[src/rtl/animation_frame_sequencer_defines.svh]
// Assertion macros used by the sequencer top level.
`ifndef ANIMATION_FRAME_SEQUENCER_DEFINES_SVH
`define ANIMATION_FRAME_SEQUENCER_DEFINES_SVH

// Same-cycle implication, quiet while reset is asserted.
`define AFS_CHECK_NOW(label, clk, rst_n, ante, cons) \
	label: assert property (@(posedge clk) disable iff (!rst_n) (ante) |-> (cons)) \
		else $error("sequencer check failed");

// Next-cycle implication, quiet while reset is asserted.
`define AFS_CHECK_NEXT(label, clk, rst_n, ante, cons) \
	label: assert property (@(posedge clk) disable iff (!rst_n) (ante) |=> (cons)) \
		else $error("sequencer check failed");

`endif

[src/rtl/afs_pkg.sv]
package afs_pkg;

	// Duration table geometry
	localparam int MAX_FRAMES = 256;
	localparam int DUR_AW     = $clog2(MAX_FRAMES);
	localparam int DUR_W      = 12;
	localparam int ACC_W      = 20;

	// Effective frame count saturates to the lower of 256 and the table depth
	localparam logic [8:0] CNT_CAP = 9'((MAX_FRAMES < 256) ? MAX_FRAMES : 256);

	localparam logic [DUR_W-1:0] DUR_MIN = 12'd10;
	localparam logic [DUR_W-1:0] DUR_MAX = 12'd2550;

	// Request codes
	localparam logic [2:0] REQ_TICK    = 3'd0;
	localparam logic [2:0] REQ_TOGGLE  = 3'd1;
	localparam logic [2:0] REQ_RESTART = 3'd2;
	localparam logic [2:0] REQ_HOLD    = 3'd3;
	localparam logic [2:0] REQ_RELEASE = 3'd4;
	localparam logic [2:0] REQ_SEEK    = 3'd5;
	localparam logic [2:0] REQ_SET_DUR = 3'd6;

	// Configuration register indexes
	localparam logic [2:0] CFG_FRAME_COUNT = 3'd0;
	localparam logic [2:0] CFG_LOOP_START  = 3'd1;
	localparam logic [2:0] CFG_LOOP_END_EN = 3'd2;
	localparam logic [2:0] CFG_LOOP_END    = 3'd3;
	localparam logic [2:0] CFG_LOOP_EN     = 3'd4;
	localparam logic [2:0] CFG_SPEED       = 3'd5;

	typedef struct packed {
		logic [8:0]  frame_count;
		logic [7:0]  loop_start;
		logic        loop_end_enable;
		logic [7:0]  loop_end;
		logic        loop_enable;
		logic [10:0] speed_q8;
	} cfg_t;

	typedef struct packed {
		logic              en;
		logic [DUR_AW-1:0] addr;
		logic [DUR_W-1:0]  data;
	} dur_wr_t;

	typedef struct packed {
		logic [7:0] current_frame;
		logic       playing;
		logic       hold_active;
		logic       frame_changed;
	} result_t;

endpackage

[src/rtl/afs_dur_mem.sv]
module afs_dur_mem (
	input  logic                          clk,
	input  logic                          rd_en,
	input  logic [afs_pkg::DUR_AW-1:0]    rd_addr,
	output logic [afs_pkg::DUR_W-1:0]     rd_data,
	input  afs_pkg::dur_wr_t              wr
);
	import afs_pkg::*;

	logic [DUR_W-1:0] mem_q [MAX_FRAMES];

	// Write port
	always_ff @(posedge clk) begin
		if (wr.en) begin
			mem_q[wr.addr] <= wr.data;
		end
	end

	// Registered read port; data holds until the next read
	always_ff @(posedge clk) begin
		if (rd_en) begin
			rd_data <= mem_q[rd_addr];
		end
	end

endmodule

[src/rtl/afs_core.sv]
module afs_core (
	input  logic                       clk,
	input  logic                       arst_n,
	input  logic                       exec,
	input  logic [2:0]                 req,
	input  logic [7:0]                 fidx,
	input  logic [11:0]                dms,
	input  logic [afs_pkg::DUR_W-1:0]  rd_dur,
	input  afs_pkg::cfg_t              cfg,
	output logic [7:0]                 cur_index,
	output logic                       play_state,
	output logic                       hold_state,
	output afs_pkg::result_t           res,
	output afs_pkg::dur_wr_t           wr
);
	import afs_pkg::*;

	logic [7:0]       cur_q;
	logic             play_q;
	logic             hold_q;
	logic             eng_q;
	logic [ACC_W-1:0] acc_q;

	logic [7:0]       cur_n;
	logic             play_n;
	logic             hold_n;
	logic             eng_n;
	logic [ACC_W-1:0] acc_n;

	logic [8:0]       n;
	logic [7:0]       last;
	logic [7:0]       ls;
	logic [7:0]       le;
	logic [7:0]       lsle;
	logic             hold0;
	logic [ACC_W:0]   acc_sum;
	logic [ACC_W-1:0] acc_sat;
	logic [8:0]       cur_inc;
	logic [ACC_W-1:0] target;
	logic [DUR_W-1:0] dms_sat;

	// Derive effective frame count and loop markers
	always_comb begin
		if (cfg.frame_count == 9'd0) begin
			n = 9'd1;
		end else if (cfg.frame_count > CNT_CAP) begin
			n = CNT_CAP;
		end else begin
			n = cfg.frame_count;
		end
		last = 8'(n - 9'd1);
		ls   = (cfg.loop_start > last) ? last : cfg.loop_start;
		le   = (cfg.loop_end > last) ? last : cfg.loop_end;
		lsle = (ls < le) ? ls : le;
	end

	// Accumulate with saturation
	assign acc_sum = {1'b0, acc_q} + (ACC_W + 1)'(cfg.speed_q8);
	assign acc_sat = acc_sum[ACC_W] ? {ACC_W{1'b1}} : acc_sum[ACC_W-1:0];
	assign cur_inc = {1'b0, cur_q} + 9'd1;
	assign target  = {rd_dur, 8'h00};
	assign hold0   = cfg.loop_end_enable ? hold_q : 1'b0;

	// Work out the next playback state for the request
	always_comb begin
		cur_n  = cur_q;
		play_n = play_q;
		hold_n = hold0;
		eng_n  = eng_q;
		acc_n  = acc_q;
		case (req)
			REQ_TICK: begin
				if (play_q || hold0) begin
					acc_n = acc_sat;
					if (n >= 9'd2 && acc_sat >= target) begin
						acc_n = '0;
						if (play_q) begin
							if (cur_inc >= n) begin
								if (cfg.loop_enable) begin
									cur_n = ls;
								end else begin
									cur_n  = last;
									play_n = 1'b0;
								end
							end else begin
								cur_n = cur_inc[7:0];
							end
						end else if (cur_q == le && eng_q) begin
							cur_n = lsle;
						end else if (cur_q >= last) begin
							hold_n = 1'b0;
						end else begin
							cur_n = cur_inc[7:0];
						end
					end
				end
			end
			REQ_TOGGLE: begin
				play_n = !play_q;
				if (!play_q) begin
					hold_n = 1'b0;
					acc_n  = '0;
					if (cur_q >= last) begin
						cur_n = 8'd0;
					end
				end
			end
			REQ_RESTART: begin
				cur_n  = 8'd0;
				play_n = 1'b1;
				hold_n = 1'b0;
				acc_n  = '0;
			end
			REQ_HOLD: begin
				if (cfg.loop_end_enable) begin
					play_n = 1'b0;
					eng_n  = 1'b1;
					if (!hold0) begin
						hold_n = 1'b1;
						cur_n  = 8'd0;
						acc_n  = '0;
					end else if (cur_q > le) begin
						cur_n = lsle;
					end
				end
			end
			REQ_RELEASE: begin
				if (cfg.loop_end_enable) begin
					eng_n = 1'b0;
					if (cur_q >= ls && cur_q <= le && ({1'b0, le} + 9'd1) < n) begin
						cur_n = le + 8'd1;
						acc_n = '0;
					end
				end
			end
			REQ_SEEK: begin
				cur_n = (fidx > last) ? last : fidx;
			end
			default: begin
			end
		endcase
	end

	// Saturate and issue duration writes
	always_comb begin
		if (dms < DUR_MIN) begin
			dms_sat = DUR_MIN;
		end else if (dms > DUR_MAX) begin
			dms_sat = DUR_MAX;
		end else begin
			dms_sat = dms;
		end
		wr.en   = exec && (req == REQ_SET_DUR) && (32'(fidx) < MAX_FRAMES);
		wr.addr = DUR_AW'(fidx);
		wr.data = dms_sat;
	end

	// Advance state on each executed transaction
	always_ff @(posedge clk or negedge arst_n) begin
		if (!arst_n) begin
			cur_q  <= '0;
			play_q <= 1'b0;
			hold_q <= 1'b0;
			eng_q  <= 1'b0;
			acc_q  <= '0;
		end else if (exec) begin
			cur_q  <= cur_n;
			play_q <= play_n;
			hold_q <= hold_n;
			eng_q  <= eng_n;
			acc_q  <= acc_n;
		end
	end

	assign cur_index         = cur_q;
	assign play_state        = play_q;
	assign hold_state        = hold_q;
	assign res.current_frame = cur_n;
	assign res.playing       = play_n;
	assign res.hold_active   = hold_n;
	assign res.frame_changed = (cur_n != cur_q);

endmodule

[src/rtl/animation_frame_sequencer.sv]
// Animation frame sequencer.
// Input channel (in_valid/in_ready) carries one request per transaction: tick,
// play toggle, restart, hold press/release, seek or duration write. Every
// request yields exactly one result on the output channel (out_valid/out_ready)
// with the frame shown, the play and hold flags and a frame-changed mark.
// Configuration writes use cfg_valid/cfg_ready with a register index and data;
// cfg_ready is always high, and writes are expected only while idle.
// An accepted request moves the block from idle to its update state. The
// accept edge reads the current frame's duration from the synchronous table;
// the update edge, taken once the output register is free, updates the state
// and loads the output. No new request is taken until that update is done.
// A finished result waits in the output register while the next request is
// taken; if the receiver stalls, the following request holds in its update
// cycle until the output register frees up.
// Reset clears the playback state, the output valid and the configuration to
// its defaults; the duration table has no reset and must be written before use.
module animation_frame_sequencer (
	input  logic        clk,
	input  logic        arst_n,
	input  logic        in_valid,
	output logic        in_ready,
	input  logic [2:0]  req_type,
	input  logic [7:0]  frame_index,
	input  logic [11:0] duration_ms,
	output logic        out_valid,
	input  logic        out_ready,
	output logic [7:0]  current_frame,
	output logic        playing,
	output logic        hold_active,
	output logic        frame_changed,
	input  logic        cfg_valid,
	output logic        cfg_ready,
	input  logic [2:0]  cfg_index,
	input  logic [10:0] cfg_data
);
	import afs_pkg::*;

	localparam logic ST_IDLE = 1'b0;
	localparam logic ST_EXEC = 1'b1;

	logic              state_q;
	logic              out_valid_q;
	result_t           out_q;
	cfg_t              cfg_q;
	logic [2:0]        req_s1;
	logic [7:0]        fidx_s1;
	logic [11:0]       dms_s1;
	logic              accept;
	logic              exec;
	logic [7:0]        cur_index;
	logic              play_state;
	logic              hold_state;
	logic [DUR_W-1:0]  rd_dur;
	result_t           res;
	dur_wr_t           wr;

	assign in_ready  = (state_q == ST_IDLE);
	assign accept    = in_valid && in_ready;
	assign exec      = (state_q == ST_EXEC) && (!out_valid_q || out_ready);
	assign cfg_ready = 1'b1;

	// Configuration registers
	always_ff @(posedge clk or negedge arst_n) begin
		if (!arst_n) begin
			cfg_q.frame_count     <= 9'd1;
			cfg_q.loop_start      <= 8'd0;
			cfg_q.loop_end_enable <= 1'b0;
			cfg_q.loop_end        <= 8'd0;
			cfg_q.loop_enable     <= 1'b1;
			cfg_q.speed_q8        <= 11'd256;
		end else if (cfg_valid && cfg_ready) begin
			case (cfg_index)
				CFG_FRAME_COUNT: cfg_q.frame_count     <= cfg_data[8:0];
				CFG_LOOP_START:  cfg_q.loop_start      <= cfg_data[7:0];
				CFG_LOOP_END_EN: cfg_q.loop_end_enable <= cfg_data[0];
				CFG_LOOP_END:    cfg_q.loop_end        <= cfg_data[7:0];
				CFG_LOOP_EN:     cfg_q.loop_enable     <= cfg_data[0];
				CFG_SPEED:       cfg_q.speed_q8        <= cfg_data;
				default: begin
				end
			endcase
		end
	end

	// Sequence: accept, then update
	always_ff @(posedge clk or negedge arst_n) begin
		if (!arst_n) begin
			state_q <= ST_IDLE;
		end else if (accept) begin
			state_q <= ST_EXEC;
		end else if (exec) begin
			state_q <= ST_IDLE;
		end
	end

	// Capture the request with the table read
	always_ff @(posedge clk) begin
		if (accept) begin
			req_s1  <= req_type;
			fidx_s1 <= frame_index;
			dms_s1  <= duration_ms;
		end
	end

	// Output register
	always_ff @(posedge clk or negedge arst_n) begin
		if (!arst_n) begin
			out_valid_q <= 1'b0;
		end else if (exec) begin
			out_valid_q <= 1'b1;
		end else if (out_ready) begin
			out_valid_q <= 1'b0;
		end
	end

	always_ff @(posedge clk) begin
		if (exec) begin
			out_q <= res;
		end
	end

	afs_dur_mem u_mem (
		.clk     (clk),
		.rd_en   (accept),
		.rd_addr (DUR_AW'(cur_index)),
		.rd_data (rd_dur),
		.wr      (wr)
	);

	afs_core u_core (
		.clk        (clk),
		.arst_n     (arst_n),
		.exec       (exec),
		.req        (req_s1),
		.fidx       (fidx_s1),
		.dms        (dms_s1),
		.rd_dur     (rd_dur),
		.cfg        (cfg_q),
		.cur_index  (cur_index),
		.play_state (play_state),
		.hold_state (hold_state),
		.res        (res),
		.wr         (wr)
	);

	assign out_valid     = out_valid_q;
	assign current_frame = out_q.current_frame;
	assign playing       = out_q.playing;
	assign hold_active   = out_q.hold_active;
	assign frame_changed = out_q.frame_changed;

`include "animation_frame_sequencer_defines.svh"

	// Normal play and hold mode never run together
	`AFS_CHECK_NOW(a_flags_exclusive, clk, arst_n, play_state, !hold_state)
	// A request in its update cycle blocks new ones
	`AFS_CHECK_NOW(a_busy_blocks, clk, arst_n, state_q == ST_EXEC, !in_ready)
	// An executed request leaves a result waiting
	`AFS_CHECK_NEXT(a_exec_result, clk, arst_n, exec, out_valid && in_ready)
	// A duration write only happens in an update cycle
	`AFS_CHECK_NOW(a_write_in_exec, clk, arst_n, wr.en, exec && req_s1 == REQ_SET_DUR)

endmodule

[config.mk]
export PLATFORM = sky130hd
export DESIGN_NAME = animation_frame_sequencer
export DESIGN_NICKNAME = d
export VERILOG_FILES = /design/src/rtl/afs_pkg.sv /design/src/rtl/afs_dur_mem.sv /design/src/rtl/afs_core.sv /design/src/rtl/animation_frame_sequencer.sv
export VERILOG_INCLUDE_DIRS = /design/src /design/src/rtl
export SDC_FILE = /design/constraint.sdc
export NUM_CORES = 2
export LEC_CHECK = 0
export BUFFER_PORTS_ARGS = -buffer_cell sky130_fd_sc_hd__buf_4
export CAP_MARGIN = 20
export CORE_ASPECT_RATIO = 0.75
export CORE_MARGIN = 8
export CORE_UTILIZATION = 57
export DETAILED_ROUTE_END_ITERATION = 6
export PLACE_DENSITY = 0.73
export SKIP_CTS_REPAIR_TIMING = 1
export SYNTH_ARGS = -nofsm -noshare
export SYNTH_HDL_FRONTEND = slang
export SYNTH_SLANG_ARGS = --single-unit
[constraint.sdc]
create_clock -name clk -period 15.2 [get_ports clk]
set_input_delay 0.76 -clock clk [delete_from_list [all_inputs] [get_ports clk]]
set_output_delay 0.76 -clock clk [all_outputs]
set_load 0.02 [all_outputs]
* Word level (Yosys, flattened, before mapping)
Memories as Yosys holds them, arrays and structs flattened. A register that Yosys moved wholly into a read port is not among the register bits.
Cells that the tools add are included.
** Word-level totals
- Flip-flop bits (word level) :: 105
- Bits in latches :: 0
- Bits in writable memories :: 3072
- Bits in read-only memories :: 0
- Input port bits :: 42
- Output and inout bits :: 14
- Word-level logic and storage cells :: 144
- Memories :: 1
** Memory list
- u_mem.mem_q :: words 256, width 12, rd ports 1, clocked after Yosys merged registers in 1, wr ports 1, line afs_dur_mem.sv:10 : logic [DUR_W-1:0] mem_q [MAX_FRAMES];
** Cells by class
- Add/subtract/negate cells :: 5
- Multipliers :: 0
- Div/mod/pow operators :: 0
- Magnitude comparators :: 15
- Equality and inequality tests :: 19
- Shift-type cells :: 0
- Multiplexer cells :: 57
- Bitwise operators :: 1
- Reduce and logical (&&, ||, !) cells :: 26
** Operator list (number)
- $mux W20 :: 8
- $mux W8 :: 18
- $pmux W20 S5 :: 1
- $pmux W8 S6 :: 1
- $gt A8 B8 Y1 :: 4
- $mux W12 :: 2
- $mux W1 :: 22
- $add A20 B11 Y21 :: 1
- $ge A20 B20 Y1 :: 1
- $add A8 B1 Y9 const B :: 2
- $mux W9 :: 2
- $ge A8 B8 Y1 :: 2
- $eq A3 B3 Y1 const B :: 5
- $eq A3 B2 Y1 const B :: 4
- $gt A12 B12 Y1 const B :: 1
- $lt A12 B4 Y1 const B :: 1
- $reduce_and A2 Y1 :: 6
- $ge A9 B2 Y1 const B :: 1
- $ge A9 B9 Y1 :: 1
- $gt A9 B9 Y1 const B :: 1
- $logic_not A9 Y1 :: 1
- $lt A9 B9 Y1 :: 1
- $add A8 B1 Y8 const B :: 1
- $eq A8 B8 Y1 :: 1
- other kinds (18) :: 35

* Longest topological paths before layout
- Word-level depth :: 14
- Gate-level depth with buffers :: 34
- Gate-level depth less buffers :: 33

* Modules after synthesis
A second synthesis with hierarchy kept.
** Unflattened totals
- Cells, all modules :: 6565
- Area, all modules :: 128056.6 um^2
** Modules (own cells, without submodules)
- afs_dur_mem :: instances 1, cells each 5506, area an instance 118752.6 um^2, sequential area each 92608.8 um^2
- afs_core :: instances 1, cells each 931, area an instance 6723.9 um^2, sequential area each 775.7 um^2
- animation_frame_sequencer :: instances 1, cells each 128, area an instance 2580.0 um^2, sequential area each 2025.7 um^2

* Least setup slack after synthesis
Ideal clock, no wire load.
- Path type :: flip-flop to flip-flop
- Start point :: register dms_s1[4]
- End point :: memory u_mem.mem_q[0][2], data pin
- Library setup time :: 2267 ps
- Data arrival time :: 11046 ps
- Required time :: 12933 ps
- Slack :: 1887 ps
- Stages on the path, launching flop included :: 5
- Buffers on the path :: 0
- Period minus slack after synthesis :: 13313 ps
- Cells stage by stage :: edfxtp_1 nand3_1 nor3_1 o31ai_1 a21boi_0
** On the way
- Longest elaborated chain between the ends :: 3
- Elaborated cells on any way between the ends :: 4
- Classes of those cells :: order compare (2); mux (2)
** RTL lines
- start, declared :: line animation_frame_sequencer.sv:47 : logic [11:0] dms_s1;
- start signal, assigned :: line animation_frame_sequencer.sv:101 : dms_s1 <= duration_ms;
- $gt A12 B12 Y1 :: line afs_core.sv:148 : end else if (dms > DUR_MAX) begin
- $mux W12 :: line afs_core.sv:148
- $mux W12 (*) :: line afs_core.sv:146 : if (dms < DUR_MIN) begin
- via u_core.dms_sat[2] :: line afs_core.sv:40 : logic [DUR_W-1:0] dms_sat;
- end, declared :: line afs_dur_mem.sv:10
The timed path passes the listed nets; every way through them passes the cells marked *.

==> run metrics <==
status finished with violations; failing checks design-rule violations; Die W 561 µm; Worst path max stage delay 0.58 ns; First-pass DRT Iterations 7; Reg area 0.0954 mm²; Synth Net Count about 5,800; core area 0.222 mm²; Top FF cell, synth edfxtp_1; r2r startpoint cfg_q[34]; Final ANT Viol Nets 0; RSZ-0062 raised after global routing no; via count about 63,000; initial antenna violation count 24; Max Freq 107 MHz; number of global-route vias before repair 61,800; Final period util about three fifths; CTS Buffer Depth 4; largest net degree at the start of global routing between 150 and 200; # IOs 56; CTS tree built; hpwl dp 188,000 µm; maxcap violations 0; Tot GR Track Use 26.5%; grt ovf 0; GPL Wtd Cong 0.912; Startpoint Class flop; R2R setup slack 5.83 ns; Post-synth EDFFs 3,118; worst-path maximum fanout 10; cell row count 150; fill cell count 14,200; Crit. End Element flop; top cell type's share of synthesized area 73.7%; routed wire length between 300,000 and 400,000 µm; Leak Pwr 0.0447 µW; Slew Limit Fails 0; Hold WC Path Type input pin to flop; DR vias/cell 6.80; crit-path most repeated cell inv_1; Root Driver clkbuf_16; P per Cell Area 169 mW/mm²; CTS sink count 3,189; initial DRC count 9,403; WL/cell 34.3 µm; worst path arrival time 9.92 ns; Nets 6,236; first-pass GRT wire length 457,000 µm; min-delay src duration_ms[11]; crit path kind flop to flop; top-count cell post-synth edfxtp_1; Die Height 425 µm; Final Hold Fails 0; Max VDD drop 0.384 mV; flops & latches, synth 3,189; CP required 15.75 ns; minimum clock period 9.37 ns; Post-Syn Area 0.127 mm²; R2R cell count 32; DR DRC count 2; layout cells sized above 1 30.2%; Die Area between 0.2 and 0.25 mm²; Final Core Density between 60% and 70%; setup_tns 0 ns; cts bufs inserted 297; endpoints failing setup 0; Reg clk slew, reported paths about 0.07 ns; Yosys top cell by area edfxtp_1; top cells by count, synth edfxtp_1 (3,118), mux4_2 (1,020), nor2_1 (325); Synth area leaders edfxtp_1 (74%), mux4_2 (18%), dfrtp_1 (1.3%); Yosys Warn Count 0; mean post-synth cell area ~22 µm²; slew of the pin with the lowest slew margin 1.40 ns; hold depth 1; Starting Density a little under three fifths; I/O Buffers between 50 and 60; Async S/R FF share, synth 2.23%; clk_lat worst skew 0.89 ns; footprint of the multi-input gates 0.0302 mm²; area growth from synthesis to final layout 12.0%; R2R Path End frame_changed; synthesized instance count 5,712; skew final about 0.094 ns; H-tree depth 5; crit path max-delay cell type or4_1; Worst Hold End dms_s1[11]; Seq/Total Area, Yosys about 75%; worst relative slew slack under 10%; Synth cell types around 100
cell type report:
| class | instances | share of cell area, % |
|---|---|---|
| flip-flops and latches | 3189 | 67.1 |
| inverters | 60 | 0.165 |
| multi-input cells | 2162 | 21.3 |
| clock buffers | 381 | 5.59 |
| clock inverters | 135 | 0.877 |
| diodes | 6 | 0.0106 |
| well taps | 2964 | 2.61 |
| repair buffers | 397 | 2.40 |
report_power, final:
| part | switching, µW | total, µW | leakage (µW) | internal (µW) |
|---|---|---|---|---|
| Sequential | 187 | 10300 | 0.0288 | 10200 |
| Combinational | 3840 | 6460 | 0.0113 | 2610 |
| Clock | 3180 | 7220 | 0.00450 | 4040 |
metrics by stage:
stage / std cells / hold WS, ns / worst slack, ns / total power (µW) / instance area, µm²
CTS: 9235 / -0.0241 / 6.04 / 24100 / 142000
global route: 9288 / 0.0109 / 5.39 / 24700 / 142000
floorplan: 5712 / 0.453 / 1.89 / 14600 / 127000
global placement: 8664 / 0.465 / 6.20 / 16800 / 132000
finish: 9294 / 0.0448 / 5.83 / 24000 / 142000
detailed placement: 8719 / 0.475 / 6.10 / 16900 / 133000
worst max path at each step:
stage / cells past startpoint / end / startpoint
after floorplan: 4 / u_mem.mem_q[0][2] / dms_s1[4]
after global placement: 32 / frame_changed / cfg_q[34]
after detailed placement: 32 / frame_changed / cfg_q[34]
after CTS: 32 / frame_changed / cfg_q[34]
after global routing: 32 / frame_changed / cfg_q[34]
final: 32 / frame_changed / cfg_q[34]
layout by cell type (no fill, tap or decap), drive strengths merged, types with 6 or more instances in the layout:
| master | instances |
|---|---|
| a211oi | 20 |
| mux4 | 1020 |
| nor4 | 10 |
| nor3b | 8 |
| nand3 | 37 |
| buf | 395 |
| ha | 86 |
| o211ai | 12 |
| mux2 | 38 |
| and3 | 16 |
| nor2b | 23 |
| nand4 | 16 |
| and2 | 6 |
| clkbuf | 382 |
| nor3 | 30 |
| nand2b | 19 |
| a31oi | 14 |
| dfrtp | 68 |
| xnor2 | 13 |
| clkinv | 104 |
| o21ai | 62 |
| a22o | 6 |
| or3 | 11 |
| mux2i | 19 |
| nand2 | 147 |
| edfxtp | 3118 |
| a21o | 25 |
| nor2 | 326 |
| o31ai | 19 |
| a21oi | 58 |
| o21a | 14 |
| bufinv | 19 |
| xor2 | 11 |
| inv | 68 |
| diode | 6 |
flip-flops by register name, indices dropped and copies added (netlist names):
signal,count
cfg_q,38
current_frame,8
dms_s1,12
fidx_s1,8
frame_changed,1
hold_active,1
out_valid,1
playing,1
req_s1,3
state_q,1
u_core.acc_q,20
u_core.cur_index,8
u_core.eng_q,1
u_core.hold_state,1
u_core.play_state,1
u_mem.mem_q,3072
u_mem.rd_data,12
worst max-delay path: cells and delay by family (launching register included):
kind,cells,cell delay [ns]
simple gates,8,2.14
xor+xnor,2,0.61
mux,1,0.24
fa+ha+maj,4,1.14
buf+inv,4,0.61
compound gates,13,3.81
flops,1,0.51
per-layer routing:
metal / global-route usage, % / wire, µm
met5: 0 / 66
met4: 5.59 / 6730
met3: 6.50 / 37300
met2: 39.9 / 147000
met1: 40.1 / 127000
cells by family (layout without fill, tap and decap cells):
kind of cell	after synthesis	after routing	synth area share [%]
flops	3189	3189	75.1
mux	1077	1077	18.6
simple gates	672	672	2.39
buf+inv	361	973	1.15
compound gates	298	298	1.68
fa+ha+maj	90	90	0.892
xor+xnor	24	24	0.166
other cells	1	7	0.00295
(Power assumes the default switching activity.)
